<file path="src/rtl/u8u16_pkg.sv">
// Shared types and constants for the UTF-8 to UTF-16 decoder.
package u8u16_pkg;

  // Result kinds carried on the output tuser field.
  typedef enum logic [1:0] {
    KIND_UNIT  = 2'd0,
    KIND_END   = 2'd1,
    KIND_ERROR = 2'd2
  } kind_e;

  // Most result beats that one input byte can cause.
  localparam int unsigned MaxResults = 3;

  localparam logic [15:0] SurrHiBase = 16'hD800;
  localparam logic [15:0] SurrLoBase = 16'hDC00;
  localparam logic [20:0] SuppBase   = 21'h10000;

  // One result beat.
  typedef struct packed {
    logic [15:0] code_unit;
    kind_e       kind;
    logic        last;
  } result_t;

  // All result beats caused by one input byte, first beat in entry zero.
  typedef struct packed {
    logic [1:0]                 count;
    result_t [MaxResults-1:0]   item;
  } result_set_t;

endpackage

</file>
<file path="src/rtl/utf8_to_utf16_decoder.sv">
// Top level of the UTF-8 to UTF-16 decoder.
// Bytes of UTF-8 text enter on the slave stream (tlast marks the final byte of
// a text) and UTF-16 code units leave on the master stream, with tuser giving
// the kind of each beat (code unit, clean end, or error) and tlast set on the
// end or error beat that closes the text. One byte is accepted per cycle while
// the output takes every beat and each byte yields at most one beat. A byte in
// the input register is decoded there and moves into the result register once
// that register is free or its last beat is leaving, which offers its first
// beat. A byte that yields two or three beats (a surrogate pair, a unit and
// the end beat, or a pair and the end beat) holds the result register until
// its last beat leaves; input stalls with the next byte in the input register.
module utf8_to_utf16_decoder (
  input  logic        clk_i,
  input  logic        rst_ni,
  input  logic        s_axis_tvalid,
  output logic        s_axis_tready,
  input  logic [7:0]  s_axis_tdata,   // text_byte
  input  logic        s_axis_tlast,   // end_of_text
  output logic        m_axis_tvalid,
  input  logic        m_axis_tready,
  output logic [15:0] m_axis_tdata,   // code_unit
  output logic [1:0]  m_axis_tuser,   // kind
  output logic        m_axis_tlast    // last
);
  import u8u16_pkg::*;

  logic        set_valid;
  logic        set_ready;
  result_set_t set;

  u8u16_decode u_decode (
    .clk_i         (clk_i),
    .rst_ni        (rst_ni),
    .s_axis_tvalid (s_axis_tvalid),
    .s_axis_tready (s_axis_tready),
    .s_axis_tdata  (s_axis_tdata),
    .s_axis_tlast  (s_axis_tlast),
    .set_valid_o   (set_valid),
    .set_ready_i   (set_ready),
    .set_o         (set)
  );

  u8u16_emit u_emit (
    .clk_i         (clk_i),
    .rst_ni        (rst_ni),
    .set_valid_i   (set_valid),
    .set_ready_o   (set_ready),
    .set_i         (set),
    .m_axis_tvalid (m_axis_tvalid),
    .m_axis_tready (m_axis_tready),
    .m_axis_tdata  (m_axis_tdata),
    .m_axis_tuser  (m_axis_tuser),
    .m_axis_tlast  (m_axis_tlast)
  );

endmodule

</file>
<file path="src/rtl/u8u16_decode.sv">
// Input register, sequence state and per-byte decode into a result set.
module u8u16_decode (
  input  logic                  clk_i,
  input  logic                  rst_ni,
  input  logic                  s_axis_tvalid,
  output logic                  s_axis_tready,
  input  logic [7:0]            s_axis_tdata,   // text_byte
  input  logic                  s_axis_tlast,   // end_of_text
  output logic                  set_valid_o,
  input  logic                  set_ready_i,
  output u8u16_pkg::result_set_t set_o
);
  import u8u16_pkg::*;

  logic        in_valid_q;
  logic [7:0]  byte_q;
  logic        eot_q;
  logic [2:0]  expect_q, expect_d;
  logic [31:0] acc_q, acc_d;
  logic        skip_q, skip_d;
  logic        consume;

  result_set_t set_d;

  assign consume       = in_valid_q && set_ready_i;
  assign s_axis_tready = !in_valid_q || set_ready_i;
  assign set_valid_o   = in_valid_q;
  assign set_o         = set_d;

  // Input register: holds one byte while the result stage is busy.
  always_ff @(posedge clk_i or negedge rst_ni) begin
    if (!rst_ni) begin
      in_valid_q <= 1'b0;
    end else if (s_axis_tvalid && s_axis_tready) begin
      in_valid_q <= 1'b1;
    end else if (consume) begin
      in_valid_q <= 1'b0;
    end
  end

  always_ff @(posedge clk_i) begin
    if (s_axis_tvalid && s_axis_tready) begin
      byte_q <= s_axis_tdata;
      eot_q  <= s_axis_tlast;
    end
  end

  // Sequence state advances when the byte moves into the result stage.
  always_ff @(posedge clk_i or negedge rst_ni) begin
    if (!rst_ni) begin
      expect_q <= '0;
      acc_q    <= '0;
      skip_q   <= 1'b0;
    end else if (consume) begin
      expect_q <= expect_d;
      acc_q    <= acc_d;
      skip_q   <= skip_d;
    end
  end

  // Decode of the held byte against the open sequence.
  always_comb begin
    logic        err;
    logic        close;
    logic        is_cont;
    logic [1:0]  n;
    logic [31:0] v;
    logic [20:0] w;
    result_t     r;

    err      = 1'b0;
    close    = 1'b0;
    n        = '0;
    v        = '0;
    w        = '0;
    expect_d = expect_q;
    acc_d    = acc_q;
    skip_d   = skip_q;
    set_d    = '0;
    is_cont  = (byte_q[7:6] == 2'b10);
    r        = '0;

    if (skip_q) begin
      // Discard through the end of the text after an error.
      if (eot_q) begin
        skip_d = 1'b0;
      end
    end else begin
      if (expect_q != 3'd0) begin
        if (is_cont) begin
          acc_d    = {acc_q[25:0], byte_q[5:0]};
          expect_d = expect_q - 3'd1;
          close    = (expect_d == 3'd0) || eot_q;
        end else begin
          // A byte that breaks the sequence closes it and is dropped.
          close = 1'b1;
        end
      end else if (!byte_q[7]) begin
        r.code_unit = {8'h00, byte_q};
        r.kind      = KIND_UNIT;
        r.last      = 1'b0;
        set_d.item[n] = r;
        n = n + 2'd1;
      end else if (!byte_q[6]) begin
        err = 1'b1;
      end else begin
        // Lead byte: payload bits and number of continuation bytes.
        close = eot_q;
        if (!byte_q[5]) begin
          expect_d = 3'd1;
          acc_d    = {27'd0, byte_q[4:0]};
        end else if (!byte_q[4]) begin
          expect_d = 3'd2;
          acc_d    = {28'd0, byte_q[3:0]};
        end else if (!byte_q[3]) begin
          expect_d = 3'd3;
          acc_d    = {29'd0, byte_q[2:0]};
        end else if (!byte_q[2]) begin
          expect_d = 3'd4;
          acc_d    = {30'd0, byte_q[1:0]};
        end else begin
          expect_d = 3'd5;
          acc_d    = {30'd0, byte_q[1:0]};
        end
      end

      // A closed value becomes one unit, a surrogate pair or an error.
      v = acc_d;
      w = v[20:0] - SuppBase;
      if (close) begin
        if (v[31:16] == 16'd0) begin
          r.code_unit = v[15:0];
          r.kind      = KIND_UNIT;
          r.last      = 1'b0;
          set_d.item[n] = r;
          n = n + 2'd1;
        end else if ((v[31:21] == 11'd0) && !(v[20] && (v[19:16] != 4'd0))) begin
          r.code_unit = SurrHiBase + {6'd0, w[19:10]};
          r.kind      = KIND_UNIT;
          r.last      = 1'b0;
          set_d.item[n] = r;
          n = n + 2'd1;
          r.code_unit = SurrLoBase + {6'd0, w[9:0]};
          set_d.item[n] = r;
          n = n + 2'd1;
        end else begin
          err = 1'b1;
        end
        expect_d = '0;
        acc_d    = '0;
      end

      // Closing error or end beat.
      if (err) begin
        r.code_unit = '0;
        r.kind      = KIND_ERROR;
        r.last      = 1'b1;
        set_d.item[n] = r;
        n = n + 2'd1;
        expect_d = '0;
        acc_d    = '0;
        skip_d   = !eot_q;
      end else if (eot_q) begin
        r.code_unit = '0;
        r.kind      = KIND_END;
        r.last      = 1'b1;
        set_d.item[n] = r;
        n = n + 2'd1;
        expect_d = '0;
        acc_d    = '0;
      end
    end
    set_d.count = n;
  end

endmodule

</file>
<file path="src/rtl/u8u16_emit.sv">
// Result register that hands out the beats of one result set in order.
module u8u16_emit (
  input  logic                   clk_i,
  input  logic                   rst_ni,
  input  logic                   set_valid_i,
  output logic                   set_ready_o,
  input  u8u16_pkg::result_set_t set_i,
  output logic                   m_axis_tvalid,
  input  logic                   m_axis_tready,
  output logic [15:0]            m_axis_tdata,   // code_unit
  output logic [1:0]             m_axis_tuser,   // kind
  output logic                   m_axis_tlast    // last
);
  import u8u16_pkg::*;

  result_t [MaxResults-1:0] slots_q;
  logic [1:0]               rem_q;
  logic [1:0]               idx_q;
  logic                     beat_out;
  logic                     load;
  result_t                  cur;

  assign beat_out    = m_axis_tvalid && m_axis_tready;
  assign set_ready_o = (rem_q == 2'd0) || ((rem_q == 2'd1) && m_axis_tready);
  assign load        = set_valid_i && set_ready_o;

  // Remaining-beat count and read pointer.
  always_ff @(posedge clk_i or negedge rst_ni) begin
    if (!rst_ni) begin
      rem_q <= '0;
      idx_q <= '0;
    end else if (load) begin
      rem_q <= set_i.count;
      idx_q <= '0;
    end else if (beat_out) begin
      rem_q <= rem_q - 2'd1;
      idx_q <= idx_q + 2'd1;
    end
  end

  always_ff @(posedge clk_i) begin
    if (load) begin
      slots_q <= set_i.item;
    end
  end

  // Present the current beat.
  assign cur           = slots_q[idx_q];
  assign m_axis_tvalid = (rem_q != 2'd0);
  assign m_axis_tdata  = cur.code_unit;
  assign m_axis_tuser  = cur.kind;
  assign m_axis_tlast  = cur.last;

endmodule

</file>
<file path="config.mk">
export PLATFORM = sky130hd
export DESIGN_NAME = utf8_to_utf16_decoder
export DESIGN_NICKNAME = d
export VERILOG_FILES = /design/src/rtl/u8u16_pkg.sv /design/src/rtl/utf8_to_utf16_decoder.sv /design/src/rtl/u8u16_decode.sv /design/src/rtl/u8u16_emit.sv
export SDC_FILE = /design/constraint.sdc
export NUM_CORES = 1
export LEC_CHECK = 0
export BUFFER_PORTS_ARGS = -buffer_cell sky130_fd_sc_hd__buf_2
export CORE_MARGIN = 2
export CORE_UTILIZATION = 55
export DETAILED_ROUTE_END_ITERATION = 12
export MAX_ROUTING_LAYER = met4
export PLACE_DENSITY_LB_ADDON = 0.15
export SYNTH_ARGS = -nofsm -noshare
export SYNTH_HDL_FRONTEND = slang
export SYNTH_HIERARCHICAL = 1
export SYNTH_SLANG_ARGS = --single-unit
</file>
<file path="constraint.sdc">
create_clock -name clk_i -period 5.5 [get_ports clk_i]
set_input_delay 1.1 -clock clk_i [delete_from_list [all_inputs] [get_ports clk_i]]
set_output_delay 1.1 -clock clk_i [all_outputs]
set_load 0.005 [all_outputs]
</file>
==> flow_summary.yaml <==
pwr:
  netSwitchingPower_uw: 1450
  pwr-share-comb_pct: 45.3
  p_leak_uw: 0.00246
  p_clk_share_pct: 15.9
  power_density_nw_per_um2: 522
  seq_power_share_pct: 38.7
  p_sw_share_pct: 42.8
  fin_total_pwr_uw: 3390
  internal_power_uw: 1940
  vdd_drop_max_uv: 511
logic_synthesis:
  ys_warn_count: 6
  syn_area_per_cell_um2: 9.98
  ys_async_sr_fraction_pct: 38.3
  ys.flop_type: "edfxtp_1"
  synth_edf_count: 66
  synth_area_um2: 6150
  ys_seq_elements: 107
  synth_cells: 616
  synth_cell_types: 67
  yosysSeqAreaShare_pct: 48.9
critical_path:
  path_class: "reg -> reg"
  rr_startpoint: "u_decode/byte_q[6]$_DFFE_PP_"
  r2r_slack_ns: 0.78
  cpPeakStageDelay_ns: 0.89
  critPathCapture: "u_emit/slots_q[16]$_DFFE_PP_"
  critPathMostFrequentCell: "nand2_1"
  crit_fanout: 28
  r2r-end: "u_emit/slots_q[16]$_DFFE_PP_"
  end_kind: "register"
  required_ns: 5.71
  crit_path_top_delay_cell: "edfxtp_1"
  crit_start: "u_decode/byte_q[6]$_DFFE_PP_"
  start_kind: "register"
  crit_arrival_ns: 4.93
  path_cells: "nor2b_1 > a22oi_1 > nor2_1 > a21oi_1 > ha_1 > inv_1 > a2111oi_4 > nand2_1 > nor4_4 > buf_4 > nand2_1 > nand2_1 > inv_2 > ha_1 > a211oi_1 > a21oi_1 > nor3b_1"
  worstRegToRegCells: 17
drt:
  ant_nets: 0
  wl_um: 14100
  drt_iter0_drc: 615
  viasPerCell: 6.12
  wl_per_cell_um: 18.2
  vias: 4722
  drc: 0
  drt_pre_antenna_iters: 8
grt:
  grt_usage_pct: 26.0
  grt_util_met3_pct: 4.45
  grt_util_met1_pct: 36.9
  antenna_found_initial: 0
  grt_max_degree: 52
  grt_pass1_wl_um: 22900
  grtUsageMet2_pct: 37.4
  grt_busiest_layer: "met2"
  grt_pass1_vias: 4355
  grt-ovfl-total: 0
place:
  portBuffers: 33
  routabilityCongestion: 0.972
  place.detailed.hpwl_um: 10100
  place_ws_ns: 0.899
die:
  fp.dieW_um: 110
  die-height_um: 110
  initial_core_util_pct: 56.5
  die-area_um2: 12000
  rows: 38
  pin_count: 34
  core_area_um2: 10900
clock_tree:
  htreeDepth: 3
  cts_hold_buffers: 0
  clkSinkCount: 107
  cts_resized: 0
  cts_buffers: 9
  cts_buffer_depth: 2
  cts_tree: "done"
  clockRootBuffer: "clkbuf_8"
  clkSlewWorstSetupHoldPaths_ns: 0.10
  post_cts_buffers: 0
  clk_latency_ns: 0.39
sta:
  final.setup_skew_ns: 0.00969
  whs_ns: 0.503
  rsz0062_at_grt: "no"
  setup_ws_ns: 0.781
  fin_setup_tns_ns: 0
  setup_viol: 0
  fmaxAchievable_mhz: 212
  slew_viol_final: 0
  finalHoldViolCount: 0
  maxSlewHeadroom_pct: 31.7
  min_period_ns: 4.72
  finalCritPeriodShare_pct: 85.8
  worst_pin_slew_ns: 1.02
worst_hold_path:
  worstHoldPathType: "reg -> reg"
cells_and_area:
  fillCellCount: 935
  layout.nets: 649
  multiInputGateArea_um2: 2810
  antenna_cells: 0
  regArea_um2: 3010
  utilization_pct: 59.7
  syn_to_final_growth_pct: 5.72
  drive_gt1_share_pct: 16.0
run_status:
  status: "finished clean"
run:
  maxCapViolCount: 0
==> area by class of cell <==
| class | count | area share (%) |
|---|---|---|
| timing repair buffer | 43 | 3.70 |
| tap | 140 | 2.69 |
| multi-input combinational | 454 | 43.2 |
| clock inverter | 7 | 1.52 |
| inverter | 12 | 0.693 |
| sequential | 107 | 46.3 |
| clock buffer | 9 | 1.91 |
==> synth_stat cells (17+ instances only) <==
| cell | instances | area [µm²] |
|---|---|---|
| nand2_1 | 106 | 398 |
| o21ai_0 | 27 | 135 |
| clkbuf_1 | 18 | 67.6 |
| nor2_1 | 27 | 101 |
| a22o_1 | 17 | 149 |
| a22oi_1 | 22 | 165 |
| mux2i_1 | 23 | 230 |
| o31ai_1 | 17 | 128 |
| dfrtp_1 | 41 | 1030 |
| edfxtp_1 | 66 | 1980 |
| buf_4 | 18 | 135 |
| a21oi_1 | 45 | 225 |
==> how the worst min path moves through the flow <==
stage	startpoint	cells after the start	slack [ns]	to
finish	u_decode/expect_q[1]$_DFFE_PN0P_	2	0.50	u_decode/expect_q[1]$_DFFE_PN0P_
global route	u_decode/expect_q[1]$_DFFE_PN0P_	2	0.52	u_decode/expect_q[1]$_DFFE_PN0P_
CTS	u_decode/expect_q[1]$_DFFE_PN0P_	2	0.51	u_decode/expect_q[1]$_DFFE_PN0P_
detailed placement	u_decode/expect_q[1]$_DFFE_PN0P_	2	0.49	u_decode/expect_q[1]$_DFFE_PN0P_
global placement	u_decode/expect_q[1]$_DFFE_PN0P_	2	0.47	u_decode/expect_q[1]$_DFFE_PN0P_
floorplan	u_decode/expect_q[1]$_DFFE_PN0P_	2	0.45	u_decode/expect_q[1]$_DFFE_PN0P_
==> power by group through the flow <==
stage / clock network (µW) / logic (µW) / registers, µW
2_1_floorplan: 0 / 1190 / 1280
3_3_place_gp: 0 / 1500 / 1320
3_5_place_dp: 0 / 1530 / 1330
4_1_cts: 549 / 1530 / 1310
5_1_grt: 580 / 1720 / 1340
6_report: 541 / 1540 / 1310
==> stage by stage <==
stage,cell area [µm²],instances
floorplan,6210,632
global placement,6280,756
detailed placement,6280,756
CTS,6500,772
global route,6500,772
finish,6500,772
==> flip-flops by register name, summed over array words and instances, names as in the netlist <==
signal / flops
u_decode/expect_q: 3
u_decode/skip_q: 1
u_emit/slots_q: 57
u_decode/byte_q: 8
u_decode/eot_q: 1
u_decode/acc_q: 32
u_emit/idx_q: 2
u_emit/rem_q: 2
u_decode/set_valid_o: 1
==> cell usage in the layout, fill, tap and decap left out, types with 4 or more instances in the layout <==
cell type / netlist / routed
and2_1: 7 / 7
buf_2: 10 / 33
nand2b_1: 7 / 7
a211oi_1: 4 / 4
a31oi_1: 4 / 4
o22ai_1: 5 / 5
clkbuf_8: 0 / 9
edfxtp_1: 66 / 66
inv_1: 11 / 11
nor2b_1: 4 / 4
o31ai_1: 17 / 17
buf_4: 18 / 10
dfrtp_1: 41 / 41
o21ai_0: 27 / 27
mux2i_1: 23 / 23
a32o_1: 5 / 5
o21ai_2: 11 / 11
nand2_1: 106 / 106
and3_1: 4 / 4
nand2_2: 10 / 10
nor3b_1: 6 / 6
o211ai_1: 4 / 4
a21oi_1: 45 / 44
o21ai_1: 10 / 10
nor2_1: 27 / 27
ha_1: 9 / 9
conb_1: 1 / 17
nand3_1: 15 / 15
a22o_1: 17 / 17
a22oi_1: 22 / 22
==> metal layers <==
layer	share of wire (%)	routed length, µm
met3	6.0	843
met5	0	0
met4	1.9	263
met2	46	6460
met1	46	6510
==> kinds of logic after synthesis <==
group                    after synthesis  share of synthesized area (%)
XOR/XNOR                               4                          0.570
AO/OA/AOI/OAI                        189                           21.5
other                                  1                         0.0610
AND/OR/NAND/NOR                      210                           16.3
multiplexers                          25                           4.11
buffers and inverters                 71                           6.69
flip-flops                           107                           48.9
adder cells (fa/ha/maj)                9                           1.83
==> critical path: cells and delay by family (launching register included) <==
kind,cells,cell delay [ns]
DFF,1,0.89
AOI/OAI and AO/OA,5,1.47
adders and majority gates,2,0.46
buffers and inverters,3,0.45
and+or+nand+nor,7,1.26
No activity file was read; power rests on OpenSTA's default activity.
